--- config.mk ---
export PLATFORM = sky130hd
export DESIGN_NAME = blit_surface_validator
export DESIGN_NICKNAME = d
export VERILOG_FILES = /design/src/sv/bsv_pkg.sv /design/src/sv/blit_surface_validator.sv
export SDC_FILE = /design/constraint.sdc
export NUM_CORES = 2
export LEC_CHECK = 0
export BUFFER_PORTS_ARGS = -buffer_cell sky130_fd_sc_hd__buf_2
export CAP_MARGIN = 20
export CORE_UTILIZATION = 55
export DETAILED_ROUTE_END_ITERATION = 10
export PLACE_DENSITY = 0.74
export SLEW_MARGIN = 10
export SYNTH_ARGS = -nofsm -noshare
export SYNTH_HDL_FRONTEND = slang
export SYNTH_SLANG_ARGS = --single-unit
export TNS_END_PERCENT = 20
--- constraint.sdc ---
create_clock -name clk_i -period 29.3 [get_ports clk_i]
set_clock_uncertainty 0.2 [all_clocks]
set_input_delay 2.93 -clock clk_i [delete_from_list [all_inputs] [get_ports clk_i]]
set_output_delay 2.93 -clock clk_i [all_outputs]
set_load 0.1 [all_outputs]
--- src/sv/bsv_pkg.sv ---
// Shared types and constants for the blit surface validator.
package bsv_pkg;

  typedef enum logic [1:0] {
    VerdictReject   = 2'd0,
    VerdictSoftware = 2'd1,
    VerdictHardware = 2'd2
  } verdict_e;

  typedef enum logic [1:0] {
    FmtIndexed8    = 2'd0,
    FmtRgb16       = 2'd1,
    FmtRgb32       = 2'd2,
    FmtUnsupported = 2'd3
  } pixel_format_e;

  localparam logic [2:0] CfgCpuMemoryBase   = 3'd0;
  localparam logic [2:0] CfgApertureSize    = 3'd1;
  localparam logic [2:0] CfgBoardMemorySize = 3'd2;
  localparam logic [2:0] CfgInstalledVram   = 3'd3;
  localparam logic [2:0] CfgFbGpuBase       = 3'd4;

  localparam logic [14:0] MaxPitch = 15'd16320;
  localparam logic [16:0] MaxCoord = 17'd8191;

endpackage

--- src/sv/blit_surface_validator.sv ---
// Blit surface validator: classifies blit rectangle requests, four-stage pipeline.
// Throughput: one request per cycle while in_stall_o is low;
// the stage valid chain collapses bubbles under stall.
// Stages: checks and offset, multipliers and GPU sum, end sums and row bias, verdict.
// Reset clears stage valid bits and all configuration registers to zero.
module blit_surface_validator
  import bsv_pkg::*;
(
  input  logic               clk_i,
  input  logic               rst_ni,
  input  logic               cfg_valid_i,
  output logic               cfg_ready_o,
  input  logic        [2:0]  cfg_index_i,
  input  logic        [31:0] cfg_data_i,
  input  logic               in_valid_i,
  output logic               in_stall_o,
  input  logic        [31:0] surface_address_i,
  input  logic signed [15:0] row_bytes_i,
  input  logic signed [15:0] rect_x_i,
  input  logic signed [15:0] rect_y_i,
  input  logic signed [15:0] rect_width_i,
  input  logic signed [15:0] rect_height_i,
  input  logic        [1:0]  pixel_format_i,
  output logic               out_valid_o,
  input  logic               out_stall_i,
  output logic        [1:0]  verdict_o,
  output logic        [31:0] pitch_offset_o,
  output logic        [31:0] start_offset_o,
  output logic        [31:0] end_offset_o,
  output logic        [9:0]  x_bias_o,
  output logic        [3:0]  y_bias_o
);

  typedef struct packed {
    logic        sw_surface;
    logic        rej_empty;
    logic        sw_origin;
    logic        sw_aperture;
    logic        sw_pitch;
  } early_t;

  typedef struct packed {
    early_t      fl;
    logic [1:0]  fmt;
    logic [14:0] pitch;
    logic [14:0] x;
    logic [14:0] y;
    logic [15:0] xw;
    logic [15:0] xw1;
    logic [15:0] yh1;
    logic [31:0] off;
    logic [31:0] lim01;
  } s1_t;

  typedef struct packed {
    early_t      fl;
    logic        rej_gpu;
    logic [1:0]  fmt;
    logic [14:0] pitch;
    logic [15:0] xw1;
    logic [15:0] yh1;
    logic [31:0] off;
    logic [31:0] limit;
    logic [31:0] gpu;
    logic [29:0] p_start;
    logic [30:0] p_end;
    logic [17:0] line_end;
    logic [16:0] xs;
  } s2_t;

  typedef struct packed {
    early_t      fl;
    logic        rej_gpu;
    logic        rej_mem;
    logic        rej_line;
    logic [1:0]  fmt;
    logic [7:0]  k;
    logic [15:0] xw1;
    logic [15:0] yh1;
    logic [31:0] limit;
    logic [21:0] gpu_hi;
    logic [3:0]  q;
    logic [5:0]  r;
    logic [3:0]  yb;
    logic [33:0] rect_end;
    logic [32:0] rect_start;
  } s3_t;

  typedef struct packed {
    verdict_e    verdict;
    logic [31:0] pitch_offset;
    logic [31:0] start_offset;
    logic [31:0] end_offset;
    logic [9:0]  x_bias;
    logic [3:0]  y_bias;
  } s4_t;

  logic [31:0] cpu_base_q, ap_size_q, board_size_q, vram_q, fb_base_q;
  logic        v1_q, v2_q, v3_q, v4_q;
  logic        rdy1, rdy2, rdy3, rdy4;
  s1_t         s1_d, s1_q;
  s2_t         s2_d, s2_q;
  s3_t         s3_d, s3_q;
  s4_t         s4_d, s4_q;

  logic [32:0] ap_end;
  logic [11:0] yb_prod;
  logic [3:0]  yb_acc;
  logic [9:0]  rem2;
  logic [9:0]  xb;
  logic        sw_pix, sw_coord, rej_rect;

  // config
  assign cfg_ready_o = 1'b1;

  always_ff @(posedge clk_i or negedge rst_ni) begin
    if (!rst_ni) begin
      cpu_base_q   <= '0;
      ap_size_q    <= '0;
      board_size_q <= '0;
      vram_q       <= '0;
      fb_base_q    <= '0;
    end else if (cfg_valid_i && cfg_ready_o) begin
      case (cfg_index_i)
        CfgCpuMemoryBase:   cpu_base_q   <= cfg_data_i;
        CfgApertureSize:    ap_size_q    <= cfg_data_i;
        CfgBoardMemorySize: board_size_q <= cfg_data_i;
        CfgInstalledVram:   vram_q       <= cfg_data_i;
        CfgFbGpuBase:       fb_base_q    <= cfg_data_i;
        default: ;
      endcase
    end
  end

  // stage handshake
  assign rdy4       = !v4_q || !out_stall_i;
  assign rdy3       = !v3_q || rdy4;
  assign rdy2       = !v2_q || rdy3;
  assign rdy1       = !v1_q || rdy2;
  assign in_stall_o = !rdy1;

  always_ff @(posedge clk_i or negedge rst_ni) begin
    if (!rst_ni) begin
      v1_q <= 1'b0;
      v2_q <= 1'b0;
      v3_q <= 1'b0;
      v4_q <= 1'b0;
    end else begin
      if (rdy1) v1_q <= in_valid_i;
      if (rdy2) v2_q <= v1_q;
      if (rdy3) v3_q <= v2_q;
      if (rdy4) v4_q <= v3_q;
    end
  end

  always_ff @(posedge clk_i) begin
    if (rdy1 && in_valid_i) s1_q <= s1_d;
    if (rdy2 && v1_q)       s2_q <= s2_d;
    if (rdy3 && v2_q)       s3_q <= s3_d;
    if (rdy4 && v3_q)       s4_q <= s4_d;
  end

  // stage 1: early checks, aperture, offset
  always_comb begin
    ap_end                = {1'b0, cpu_base_q} + {1'b0, ap_size_q};
    s1_d.fl.sw_surface    = (pixel_format_i == FmtUnsupported) || (surface_address_i == '0) ||
                            row_bytes_i[15] || (row_bytes_i == '0);
    s1_d.fl.rej_empty     = rect_width_i[15] || (rect_width_i == '0) ||
                            rect_height_i[15] || (rect_height_i == '0);
    s1_d.fl.sw_origin     = rect_x_i[15] || rect_y_i[15];
    s1_d.fl.sw_aperture   = (surface_address_i < cpu_base_q) ||
                            ({1'b0, surface_address_i} >= ap_end);
    s1_d.fl.sw_pitch      = (row_bytes_i[5:0] != '0) || (row_bytes_i[14:0] > MaxPitch);
    s1_d.fmt              = pixel_format_i;
    s1_d.pitch            = row_bytes_i[14:0];
    s1_d.x                = rect_x_i[14:0];
    s1_d.y                = rect_y_i[14:0];
    s1_d.xw               = 16'(rect_x_i[14:0]) + 16'(rect_width_i[14:0]);
    s1_d.xw1              = 16'(rect_x_i[14:0]) + 16'(rect_width_i[14:0]) - 16'd1;
    s1_d.yh1              = 16'(rect_y_i[14:0]) + 16'(rect_height_i[14:0]) - 16'd1;
    s1_d.off              = surface_address_i - cpu_base_q;
    s1_d.lim01            = (vram_q < board_size_q) ? vram_q : board_size_q;
  end

  // stage 2: products, limit, GPU address
  logic [32:0] gpu_sum;
  always_comb begin
    gpu_sum         = {1'b0, fb_base_q} + {1'b0, s1_q.off};
    s2_d.fl         = s1_q.fl;
    s2_d.rej_gpu    = gpu_sum[32];
    s2_d.fmt        = s1_q.fmt;
    s2_d.pitch      = s1_q.pitch;
    s2_d.xw1        = s1_q.xw1;
    s2_d.yh1        = s1_q.yh1;
    s2_d.off        = s1_q.off;
    s2_d.limit      = (ap_size_q < s1_q.lim01) ? ap_size_q : s1_q.lim01;
    s2_d.gpu        = gpu_sum[31:0];
    s2_d.p_start    = 30'(s1_q.y) * 30'(s1_q.pitch);
    s2_d.p_end      = 31'(s1_q.yh1) * 31'(s1_q.pitch);
    s2_d.line_end   = 18'(s1_q.xw) << s1_q.fmt;
    s2_d.xs         = 17'(s1_q.x) << s1_q.fmt;
  end

  // stage 3: rectangle sums, row bias; pitch/64 times m against rem/64
  always_comb begin
    yb_acc = '0;
    for (int m = 1; m < 16; m++) begin
      if (12'(m) * 12'(s2_q.pitch[13:6]) <= 12'(s2_q.gpu[9:6])) yb_acc = yb_acc + 4'd1;
    end
    s3_d.fl         = s2_q.fl;
    s3_d.rej_gpu    = s2_q.rej_gpu;
    s3_d.rej_mem    = s2_q.off >= s2_q.limit;
    s3_d.rej_line   = 18'(s2_q.pitch) < s2_q.line_end;
    s3_d.fmt        = s2_q.fmt;
    s3_d.k          = s2_q.pitch[13:6];
    s3_d.xw1        = s2_q.xw1;
    s3_d.yh1        = s2_q.yh1;
    s3_d.limit      = s2_q.limit;
    s3_d.gpu_hi     = s2_q.gpu[31:10];
    s3_d.q          = s2_q.gpu[9:6];
    s3_d.r          = s2_q.gpu[5:0];
    s3_d.yb         = yb_acc;
    s3_d.rect_end   = 34'(s2_q.off) + 34'(s2_q.p_end) + 34'(s2_q.line_end);
    s3_d.rect_start = 33'(s2_q.off) + 33'(s2_q.p_start) + 33'(s2_q.xs);
  end

  // stage 4: column bias, coordinate limit, verdict
  always_comb begin
    yb_prod  = 12'(s3_q.yb) * 12'(s3_q.k);
    rem2     = {s3_q.q - yb_prod[3:0], s3_q.r};
    xb       = rem2 >> s3_q.fmt;
    sw_pix   = (s3_q.fmt == FmtRgb16) ? s3_q.r[0] :
               (s3_q.fmt == FmtRgb32) ? (s3_q.r[1:0] != '0) : 1'b0;
    sw_coord = (17'(xb) + 17'(s3_q.xw1) > MaxCoord) ||
               (17'(s3_q.yb) + 17'(s3_q.yh1) > MaxCoord);
    rej_rect = s3_q.rej_line || (s3_q.rect_end > 34'(s3_q.limit));

    if (s3_q.fl.sw_surface)       s4_d.verdict = VerdictSoftware;
    else if (s3_q.fl.rej_empty)   s4_d.verdict = VerdictReject;
    else if (s3_q.fl.sw_origin)   s4_d.verdict = VerdictSoftware;
    else if (s3_q.fl.sw_aperture) s4_d.verdict = VerdictSoftware;
    else if (s3_q.rej_mem)        s4_d.verdict = VerdictReject;
    else if (rej_rect)            s4_d.verdict = VerdictReject;
    else if (s3_q.fl.sw_pitch)    s4_d.verdict = VerdictSoftware;
    else if (s3_q.rej_gpu)        s4_d.verdict = VerdictReject;
    else if (sw_pix)              s4_d.verdict = VerdictSoftware;
    else if (sw_coord)            s4_d.verdict = VerdictSoftware;
    else                          s4_d.verdict = VerdictHardware;

    if (s4_d.verdict == VerdictHardware) begin
      s4_d.pitch_offset = {2'b00, s3_q.k, s3_q.gpu_hi};
      s4_d.start_offset = s3_q.rect_start[31:0];
      s4_d.end_offset   = s3_q.rect_end[31:0];
      s4_d.x_bias       = xb;
      s4_d.y_bias       = s3_q.yb;
    end else begin
      s4_d.pitch_offset = '0;
      s4_d.start_offset = '0;
      s4_d.end_offset   = '0;
      s4_d.x_bias       = '0;
      s4_d.y_bias       = '0;
    end
  end

  assign out_valid_o    = v4_q;
  assign verdict_o      = s4_q.verdict;
  assign pitch_offset_o = s4_q.pitch_offset;
  assign start_offset_o = s4_q.start_offset;
  assign end_offset_o   = s4_q.end_offset;
  assign x_bias_o       = s4_q.x_bias;
  assign y_bias_o       = s4_q.y_bias;

endmodule

# Word-level counts from Yosys, hierarchy flattened
# Index checks and enable logic that the tools add are counted.
# word_totals
register_bits	871
in_bits	154
elab_cells	210
# op_classes
addsub	28
multipliers	14
n_lt_le_gt_ge	25
eq_ne	8
shift	3
n_mux	29
n_reduce_logical	37
# ops
cell	count
$lt A32 B32 Y1	3
$le A12 B4 Y1	7
$add A32 B32 Y33	2
$mux W32	2
$add A4 B1 Y4 const B	14
$mux W4	14
$logic_not A16 Y1	3
$mul A4 B8 Y12 const A	4
$le A11 B4 Y1	4
$mul A3 B8 Y11 const A	4
$add A33 B18 Y34	1
$gt A17 B13 Y1 const B	2
$gt A34 B32 Y1	1
$add A32 B31 Y33	1
$ge A32 B33 Y1	1
$add A15 B15 Y16	2
$add A32 B17 Y32	1
$add A32 B30 Y32	1
$ge A32 B32 Y1	1
$logic_not A32 Y1	1
$sub A16 B1 Y16 const B	2
$sub A32 B32 Y32	1
$mul A16 B15 Y31	1
$mul A15 B15 Y30	1
other kinds (27)	70

# Longest topological paths before layout
# logic_depth
word_depth	30
ltp_mapped	50
mapped_depth_nobuf	50

# Worst setup path before layout
# OpenSTA, ideal clock, no wires.
# synth_path
kind	input-to-reg
startpoint	input port out_stall_i
endpoint	register s3_q (netlist bit rem2[0]), enable pin
setup_time_ps	751
arrival_ps	11203
required_time_ps	28349
path_slack_ps	17146
stages	2
n_path_buf	0
cell_sequence	and3_1 -> nor2b_1
# synth_via
elab_chain_len	4
# synth_lines
element	line_no	rtl
start, declared	blit_surface_validator.sv:25	input logic out_stall_i,
$logic_not A1 Y1	blit_surface_validator.sv:136	assign rdy4 = !v4_q || !out_stall_i;
$logic_or A1 B1 Y1	blit_surface_validator.sv:136	
$logic_or A1 B1 Y1	blit_surface_validator.sv:137	assign rdy3 = !v3_q || rdy4;
$logic_and A1 B1 Y1	blit_surface_validator.sv:159	if (rdy3 && v2_q) s3_q <= s3_d;
end signal, assigned	blit_surface_validator.sv:159	
end, declared	blit_surface_validator.sv:103	s3_t s3_d, s3_q;
# No other way between the ends.
# A chain may end at the register's enable or synchronous reset.

==> qor.txt <==
RUN STATUS
-----------------------------------------------------------------------------------------------------
Status                                                                                   finished with violations
Violated checks                                                                          design-rule violations

PLACED DESIGN
-----------------------------------------------------------------------------------------------------
Total placed cells including tap cells                                                           7300
Instance area at placement                                                                  66800 um2
Detailed Place HPWL                                                                         117000 um
RePlAce Congestion                                                                              0.922
Buffers on Ports                                                                                  265

WORST SETUP PATH
-----------------------------------------------------------------------------------------------------
CP max FO                                                                                          15
Start-to-end type of the worst setup path                                                flop to flop
R2R setup slack                                                                              18.63 ns
FF-to-FF End                                                                             s3_q[70]$_DFFE_PP_
Crit path DAT                                                                                10.87 ns
Worst-path cell with the longest stage delay                                             sky130_fd_sc_hd__edfxtp_1
Crit Reg-Reg Startpoint                                                                  s2_q[237]$_DFFE_PP_
Worst EP required                                                                            29.49 ns
Critical Path End Type                                                                           flop
Worst r2r path cells                                                                               44
Delay of the slowest critical-path stage                                                      0.84 ns
Kind of start point of the critical path                                                         flop

FLOORPLANNING
-----------------------------------------------------------------------------------------------------
Starting density of the core                                                                    55.6%
Die Area                                                                                   117000 um2
Horiz. Die Dim                                                                                 342 um
Chip Height                                                                                    342 um
Count of pins on the block boundary                                                               269
Number of cell rows                                                                               124
Core region area                                                                           115000 um2

CLOCK TREE
-----------------------------------------------------------------------------------------------------
H-tree depth                                                                                        3
CTS clk-pin slew, worst paths                                                                 0.06 ns
Hold_buf cts                                                                                        0
Buffers inserted during post-CTS setup optimization                                                 0
Post-cts gate resize count                                                                          0
TritonCTS sink count                                                                              868
Clock latency reported for the late side of the worst-skew pair                               0.68 ns
Number of buffers between clock root and the deepest sink                                           3
Clock buffer count from CTS                                                                        93
TritonCTS clock tree                                                                             done
Root buf cell                                                                            sky130_fd_sc_hd__clkbuf_16

MIN PATH
-----------------------------------------------------------------------------------------------------
Hold depth                                                                                          0
HP Class                                                                                 flop to flop
Worst min-delay path startpoint                                                          s2_q[197]$_DFFE_PP_
WHS Endpoint                                                                             s3_q[140]$_DFFE_PP_

DRT
-----------------------------------------------------------------------------------------------------
DRT antenna net count                                                                               0
Vias per Instance                                                                                5.74
Final routed wire length divided by cell count                                                21.0 um
Number of vias in the routed layout                                                             42900
DRC Markers                                                                                        44
Detailed-router iteration count before antenna repair                                               9
Final wirelength                                                                            157000 um
Number of DRC markers after the initial detailed-route iteration                                 3291

FINAL LAYOUT
-----------------------------------------------------------------------------------------------------
Non-Filler Instances                                                                             7478
Commonest non-fill, non-tap cell in the layout                                           sky130_fd_sc_hd__inv_1
Finished Core Util                                                                              61.1%
Final net count                                                                                  7192
Summed area of non-filler cells in the final layout                                         70100 um2
Commonest non-fill, non-tap cells in the layout                                          sky130_fd_sc_hd__inv_1 (732), sky130_fd_sc_hd__ha_1 (726), sky130_fd_sc_hd__edfxtp_1 (704)
Final-layout fill cell count                                                                     9075
Area Overhead vs Synth                                                                          9.90%
Proportion of layout cells with a drive suffix above 1                                          11.8%

YOSYS
-----------------------------------------------------------------------------------------------------
Multiplexer area fraction after synthesis                                                       4.05%
Post-synthesis share of cell area spent on full adders, half adders and majority gates          27.7%
Mapped Cells                                                                                     5617
Most frequently used flop master after synthesis                                         sky130_fd_sc_hd__edfxtp_1
Ys async rst share                                                                              18.9%
Post-synthesis cell area                                                                    63700 um2
Dominant combinational cell family by area after synthesis                                adder cells
Synth Area in XOR/XNOR                                                                          4.16%
Average cell area after synthesis                                                            11.3 um2
Simple-gate portion of the synthesized area                                                     10.7%
Register area share after synthesis                                                             39.6%
Synth unique cells                                                                                100
Number of enable-type register cells in the synthesized netlist                                   704
Compound-gate portion of the synthesized area                                                   8.61%
Synthesis-stage register bit count                                                                868
Number of warnings reported in the yosys synthesis log                                              0

STA
-----------------------------------------------------------------------------------------------------
Highest Clock Rate                                                                           93.7 MHz
Setup TNS                                                                                        0 ns
Least-Margin Pin Slew                                                                         1.08 ns
Pins Over Slew Limit                                                                                0
Relative slew slack                                                                             27.8%
Final-report hold violation count                                                                   0
Number of failing setup endpoints in the final timing report                                        0
Setup repair after global routing missed its margin                                                no
Crit share post-route                                                                           36.4%
Min Tclk post-route                                                                          10.67 ns

PWR
-----------------------------------------------------------------------------------------------------
Power consumption                                                                             8.77 mW
Cell area power density                                                                    125 nW/um2
Max VDD drop                                                                               0.000272 V
Static Leak                                                                                   31.7 nW

GRT
-----------------------------------------------------------------------------------------------------
Initial antenna violation count                                                                     5
Global Route Usage Sum                                                                          27.3%
Via count of the first global-routing pass                                                      43700
Maximum number of pins on one net before global-route repair                                      136
First-pass GRT wire length                                                                  246000 um
Total gr overflow                                                                                   0

RUN
-----------------------------------------------------------------------------------------------------
Count of maximum capacitance violations                                                             0

## cell families after synthesis
| kind of cell | after synthesis |
|---|---|
| compound gates | 874 |
| xor+xnor | 287 |
| fa+ha+maj | 1154 |
| buf+inv | 872 |
| flops | 868 |
| mux | 213 |
| other cells | 2 |
| simple gates | 1347 |
## through the flow
| step | setup slack [ns] | hold slack (ns) |
|---|---|---|
| 2_1_floorplan | 17.15 | 0.200 |
| 3_5_place_dp | 18.67 | 0.205 |
| 4_1_cts | 18.59 | 0.212 |
| 5_1_grt | 17.64 | 0.218 |
| 3_3_place_gp | 18.83 | 0.201 |
| 6_report | 18.63 | 0.210 |
## power by group
group,internal [mW],leakage [nW],switching [mW]
Sequential,1.94,8.85,0.213
Combinational,2.26,21.4,3.14
Clock,0.706,1.51,0.518
Total,4.90,31.7,3.87
## metal layers
| metal | track usage, % | vias to the layer above | share of wire (%) |
|---|---|---|---|
| met5 | 0 | - | 0 |
| met4 | 8.84 | 0 | 3.4 |
| met3 | 2.81 | 239 | 6.3 |
| met2 | 45.4 | 1343 | 48 |
| met1 | 37.6 | 21500 | 42 |
| li1 | - | 19800 | - |
## critical path, delay by kind of cell (launching register included)
kind	cells	cell delay, ns
compound gates	11	2.59
xor+xnor	10	2.05
fa+ha+maj	7	2.32
buf+inv	3	0.55
flops	1	0.84
mux	7	1.21
simple gates	6	0.61
## registers in the layout, indices dropped and copies added (netlist names), 10 cells and up
name            count
start_offset_o     32
s3_q              177
cpu_base_q         32
ap_size_q          32
board_size_q       32
fb_base_q          32
s2_q              247
vram_q             32
x_bias_o           10
end_offset_o       32
pitch_offset_o     30
s1_q              164
## layout make-up
cell class | count | area [um2] | area share, %
Tap cell | 1512 | 1890 | 2.70
Antenna cell | 1 | 2.50 | 0.00357
Clock buffer | 115 | 2480 | 3.54
Multi-Input combinational cell | 3878 | 35300 | 50.3
Clock inverter | 60 | 692 | 0.988
Sequential cell | 868 | 25200 | 36.0
Inverter | 736 | 2770 | 3.95
Timing Repair Buffer | 308 | 1710 | 2.44
## worst max path at each step
stage | cells past startpoint | slack (ns) | startpoint | endpoint
floorplan | 2 | 17.15 | out_stall_i | rem2[0]$_DFFE_PP_
global placement | 44 | 18.83 | s2_q[235]$_DFFE_PP_ | s3_q[70]$_DFFE_PP_
detailed placement | 44 | 18.67 | s2_q[235]$_DFFE_PP_ | s3_q[70]$_DFFE_PP_
CTS | 44 | 18.59 | s2_q[235]$_DFFE_PP_ | s3_q[70]$_DFFE_PP_
global route | 44 | 17.64 | s2_q[235]$_DFFE_PP_ | s3_q[70]$_DFFE_PP_
finish | 44 | 18.63 | s2_q[237]$_DFFE_PP_ | s3_q[70]$_DFFE_PP_
## cell usage after synthesis, drive strengths merged (5+ instances only)
library cell	n	area, um2
nand2	461	1730
a31o	5	43.8
nand3b	7	56.3
a21oi	245	1230
nand4	46	288
or4	6	45.0
o31ai	13	97.6
nand2b	67	419
a211o	8	71.3
ha	726	9080
xnor2	203	1840
o221ai	5	43.8
mux2i	26	260
o21ai	237	1190
nor3	46	240
nor2b	75	469
a2111oi	8	95.1
clkbuf	126	483
mux4	19	428
and4	9	80.1
mux2	168	1890
o22ai	5	31.3
o21bai	40	300
edfxtp	704	21100
xor2	80	716
a21o	123	925
and2	317	1980
or2	11	68.8
nor3b	10	75.1
o21a	44	330
dfrtp	164	4100
inv	736	2770
a21boi	24	180
or3	7	43.8
nand3	41	205
a31oi	30	188
nor2	175	657
buf	10	48.8
and3	27	171
a211oi	17	128
o211ai	17	128
fa	427	8550
nor4	31	200
No activity file was read; power rests on OpenSTA's default activity.
